File: src/hw/rtl/dlmc_pkg.sv
// ----------------------------------------------------------------------------
// dlmc_pkg
// Shared sizes, codes and beat types of the dictionary longest-match coder.
// ----------------------------------------------------------------------------
package dlmc_pkg;

    localparam int DICT_ENTRIES = 256;
    localparam int MAX_LEN      = 8;
    localparam int RESULT_CAP   = 8;

    localparam int BYTE_W     = 8;
    localparam int LEN_W      = 4;
    localparam int IDX_W      = 8;
    localparam int POS_W      = 3;
    localparam int ENT_W      = 9;
    localparam int CFG_IDX_W  = 2;
    localparam int CFG_DATA_W = 9;

    localparam int DICT_AW = $clog2(DICT_ENTRIES);
    localparam int FILL_W  = $clog2(MAX_LEN + 1);
    localparam int TOK_W   = $clog2(RESULT_CAP + 1);

    // configuration register indexes
    localparam logic [CFG_IDX_W-1:0] CFG_ENTRY_COUNT = 2'd0;
    localparam logic [CFG_IDX_W-1:0] CFG_MAX_MATCH   = 2'd1;
    localparam logic [CFG_IDX_W-1:0] CFG_PAD_CHAR    = 2'd2;

    // input beat actions
    localparam logic ACT_DICT = 1'b0;
    localparam logic ACT_TEXT = 1'b1;

    typedef logic [MAX_LEN-1:0][BYTE_W-1:0] t_row;

    typedef struct packed {
        logic              action;
        logic [BYTE_W-1:0] byte_value;
        logic              is_last;
        logic [IDX_W-1:0]  entry_index;
        logic [POS_W-1:0]  char_pos;
        logic [LEN_W-1:0]  entry_len;
    } t_in_beat;

    typedef struct packed {
        logic [IDX_W-1:0] token_index;
        logic [LEN_W-1:0] match_len;
        logic             last_token;
    } t_out_beat;

    typedef enum logic [1:0] {
        WIN_HOLD = 2'd0,
        WIN_PUSH = 2'd1,
        WIN_ADV  = 2'd2,
        WIN_CLR  = 2'd3
    } t_win_op;

    typedef struct packed {
        t_win_op           op;
        logic [BYTE_W-1:0] data;
        logic [LEN_W-1:0]  len;
    } t_win_cmd;

    typedef struct packed {
        logic               en;
        logic [DICT_AW-1:0] addr;
        logic [POS_W-1:0]   lane;
        logic [BYTE_W-1:0]  data;
        logic [LEN_W-1:0]   len;
    } t_dict_wr;

endpackage

File: src/hw/rtl/dlmc_cmp.sv
// ----------------------------------------------------------------------------
// dlmc_cmp
// Entry compare unit: does one dictionary row match the window prefix?
// ----------------------------------------------------------------------------
module dlmc_cmp
    import dlmc_pkg::*;
(
    input  t_row             i_row,
    input  logic [LEN_W-1:0] i_len,
    input  t_row             i_view,
    input  logic [LEN_W-1:0] i_win_size,
    output logic             o_hit
);

    always_comb begin
        // empty entries and entries longer than the window never match
        o_hit = (i_len != '0) && (i_len <= i_win_size);
        for (int k = 0; k < MAX_LEN; k++) begin
            if ((k < int'(i_len)) && (i_row[k] != i_view[k])) begin
                o_hit = 1'b0;
            end
        end
    end

endmodule

File: config.mk
export PLATFORM = sky130hd
export DESIGN_NAME = dlmc_cmp
export DESIGN_NICKNAME = d
export VERILOG_FILES = /design/src/hw/rtl/dlmc_pkg.sv /design/src/hw/rtl/dlmc_cmp.sv
export SDC_FILE = /design/constraint.sdc
export NUM_CORES = 1
export LEC_CHECK = 0
export BUFFER_PORTS_ARGS = -buffer_cell sky130_fd_sc_hd__clkbuf_2
export CORE_UTILIZATION = 25
export DETAILED_ROUTE_END_ITERATION = 10
export PLACE_DENSITY = 0.75
export SETUP_SLACK_MARGIN = 0.05
export SYNTH_ARGS = -nofsm -noshare
export SYNTH_HDL_FRONTEND = slang
export SYNTH_SLANG_ARGS = --single-unit
File: constraint.sdc
create_clock -name vclk -period 1.4
set_input_delay 0.14 -clock vclk [all_inputs]
set_output_delay 0.14 -clock vclk [all_outputs]
set_load 0.02 [all_outputs]
# After elaboration in Yosys (flattened, before gate mapping)
# Index checks and enable logic that the tools add are counted.
# classes
n_lt_le_gt_ge,9
n_reduce_logical,10
n_mux,8
eq_ne,8
# op_table
operator,n
$ne 8x8->1,8
$lt 3x4->1 const A,4
$logic_and 1x1->1,9
$lt 1x4->1 const A,2
$lt 2x4->1 const A,2
$mux 1,8
$le 4x4->1,1
$reduce_bool 4->1,1
# word_totals
out_inout_bits,1
wordCells,35
input_bits,136
register_bits,0

# Longest topological paths before layout
# depth
depth_word,10
ltp_mapped,8
ltp_nobuf,8

# Worst setup path after synthesis
# OpenSTA, ideal clock, no wires.
# synth_path
path_kind,input to output
start,input i_view[39] in the netlist's numbering
end,output o_hit
setup_slack_ns,-0.370
path_stages,6
t_required_ns,1.260
n_path_buf,0
arrival_ns,1.630
cell_sequence,xor2_1 > nor4_1 > nand2_1 > a2111oi_2 > o22ai_1 > nor4_2
# synth_via
elab_chain_len,6
# synth_lines
element,line_no,text
"start, declared",dlmc_cmp.sv:10,"input t_row i_view,"
$ne 8x8->1,dlmc_cmp.sv:19,if ((k < int'(i_len)) && (i_row[k] != i_view[k])) begin
$logic_and 1x1->1,dlmc_cmp.sv:19,
$mux 1 (4 in series),dlmc_cmp.sv:19,
"end, declared",dlmc_cmp.sv:12,output logic o_hit
# No other way between the ends.

# Worst setup path after layout
# layout_path
start,input i_view[38] in the netlist's numbering
end,output o_hit
# The elaborated chain is that of the path after synthesis.

==> results by group <==
Status
  • Status: finished, violations left
  • Violated checks: setup timing

Finish
  • Ratio of cells with drive above 1 in the final layout: 0.580
  • Clkbuf count: 0
  • Seq cells: 0
  • Antenna Cells: 0
  • Commonest non-fill, non-tap cell in the layout: clkbuf_2
  • P&R area growth vs syn: 95.0%
  • Final-stage net count: 397
  • Filler cell count: 337
  • Final instance area: roughly 1700 um^2
  • Commonest non-fill, non-tap cells in the layout: clkbuf_2 (136), xor2_1 (37), xnor2_1 (27), nor4_1 (7)
  • Storage element area: 0 um^2

Power and ir drop
  • PwrDens: between 200 and 300 nW/um^2
  • Peak VDD IR: 102 uV
  • Internal: 0.267 mW
  • Net Sw Frac: 0.391
  • Reg power frac: 0
  • LEAKAGE: roughly 0.92 nW
  • Proportion of power drawn by combinational gates: 1.000
  • P_sw: 0.171 mW
  • Clk network pwr share: 0

GRT
  • GRT Resource Usage Total: 0.129
  • GRT overflow: 0
  • Met1 usage: 0.118
  • Number of global-route vias before repair: around 1,100
  • GR met2 Demand/Resource: 0.311
  • First-pass GRT wire length: 3730 um
  • GRT busiest layer: met2
  • Initial antenna violation count: 0
  • Largest net degree at the start of global routing: 5
  • Met3 global-route usage: 0.00426

Run
  • Max Cap Viol: 0

STA
  • Worst Tran Pin Value: 0.425 ns
  • Fmax: 0.575 GHz
  • Slew headroom: 0.716
  • Tmin final: between 1.5 and 2 ns
  • Endpoints failing hold: 0
  • RSZ-0062 raised after global routing: true
  • Setup-failing EPs final: 1
  • Pins over their slew limit: 0
  • Fin crit share: 1.24
  • Final worst slack: -0.339 ns

Synth
  • Cell area after synthesis: 868 um^2
  • Synth cell types: 21
  • Synthesized net count: between 200 and 300
  • Seq/Total Area, Yosys: 0
  • Yosys warns: 0
  • Mean Syn Cell Area: 7.75 um^2
  • Post-synthesis cell count: 112

Placement
  • Cell Area, Placed: 1670 um^2
  • Placement Setup Slack: -0.501 ns
  • Post-detail-place hpwl: 2720 um
  • Routability cong.: 0.722
  • # port buffers: 137

Critical path
  • Delay-heaviest family, CP: simple AND/OR/NAND/NOR gates
  • Critical Path Start: i_view[38]
  • Worst-path cell chain: clkbuf_2, xor2_1, nor4_2, nand2_1, a2111oi_2, o22ai_1, nor4_4, clkbuf_8
  • Setup Crit Path Kind: in -> out
  • Crit path DAT: 1.60 ns
  • CP peak stage delay: 0.31 ns
  • Endpoint class of the critical path: output port
  • Worst Path Max Fanout: 2
  • Slowest-stage cell, CP: a2111oi_2
  • Worst setup SP type: primary input
  • Crit path buffers/inverters: 2
  • WP data required: 1.26 ns

Clock tree
  • Postcts setup bufs: 0
  • Post-CTS Hold Buffers: 0

Routing
  • Wire per inst: 9.11 um
  • DRC Markers: 0
  • Initial DRT Pass Iterations: 6
  • Vias: 1,282
  • Final wirelength: 2740 um
  • Vias per inst: 4.26
  • Routed Antenna Nets: 0
  • Initial drt markers: 6

Floorplanning
  • I/O pin count: 137
  • Die H: 60.9 um
  • Initial core utilization: 0.260
  • Placement Rows: 21
  • Core ar.: around 3300 um^2
  • DIE AREA: 3710 um^2
  • Horiz. Die Dim: between 60 and 70 um

Worst hold path
  • Hold_sp: i_row[2]
  • Worst Hold Class: in -> out
cell usage after synthesis, types with 2 or more instances:
library cell	number	share of area
a21oi_1	4	0.023
ha_1	4	0.058
inv_1	5	0.022
nand2_1	4	0.017
nand4_1	6	0.043
nor2_1	3	0.013
nor3_1	2	0.012
nor4_1	8	0.058
o21ai_0	2	0.012
xnor2_1	27	0.27
xor2_1	37	0.37
power groups by stage:
stage / logic (mW) / registers, mW / clock network, mW
finish: 0.438 / 0 / 0
global route: 0.489 / 0 / 0
CTS: 0.442 / 0 / 0
detailed placement: 0.437 / 0 / 0
global placement: 0.429 / 0 / 0
floorplan: 0.181 / 0 / 0
tightest hold or removal path: stages:
cell,delay (ns)
clkbuf_2,0.09
xnor2_1,0.05
nand3_1,0.06
nor3_1,0.06
o2111ai_2,0.10
nor4_4,0.05
clkbuf_8,0.14
metrics by stage:
stage / utilization / TNS, ns / power (mW) / hold slack [ns] / std cells
floorplan: - / -0.110 / 0.181 / 0.526 / 112
global placement: 0.499 / -0.412 / 0.429 / 0.882 / 301
detailed placement: 0.499 / -0.501 / 0.437 / 0.905 / 301
CTS: 0.505 / -0.421 / 0.442 / 0.852 / 301
global route: 0.507 / -0.468 / 0.489 / 0.873 / 301
finish: 0.507 / -0.339 / 0.438 / 0.839 / 301
repair_timing:
| action | CTS | global route |
|---|---|---|
| endpoints found under the setup margin | 1 | 1 |
| pin swaps | 4 | 2 |
| gates resized for setup | 4 | 3 |
routing by layer:
metal / part of all wire / up-vias / routed length, um
met5: 0 / - / 0
met4: 0 / 0 / 0
met3: 0.11 / 0 / 291
met2: 0.55 / 77 / 1500
met1: 0.35 / 529 / 955
li1: - / 676 / -
cell type report:
cell class	instances	area [um^2]	share of cell area
multi-input combinational	107	877	0.518
timing repair buffer	143	739	0.437
tap	46	57.6	0.0340
inverter	5	18.8	0.0111
kinds of logic after synthesis:
family                     share of synthesized area
adders and majority gates                     0.0576
AOI/OAI and AO/OA                             0.0980
and+or+nand+nor                                0.177
xor gates and xnor gates                       0.646
buffers and inverters                         0.0216
path summary, 6_finish.rpt:
kind  slack [ns]  cells past startpoint  endpoint
max        -0.34                      8     o_hit
min         0.84                      7     o_hit
Note: power is estimated with default switching activity, not from simulation.
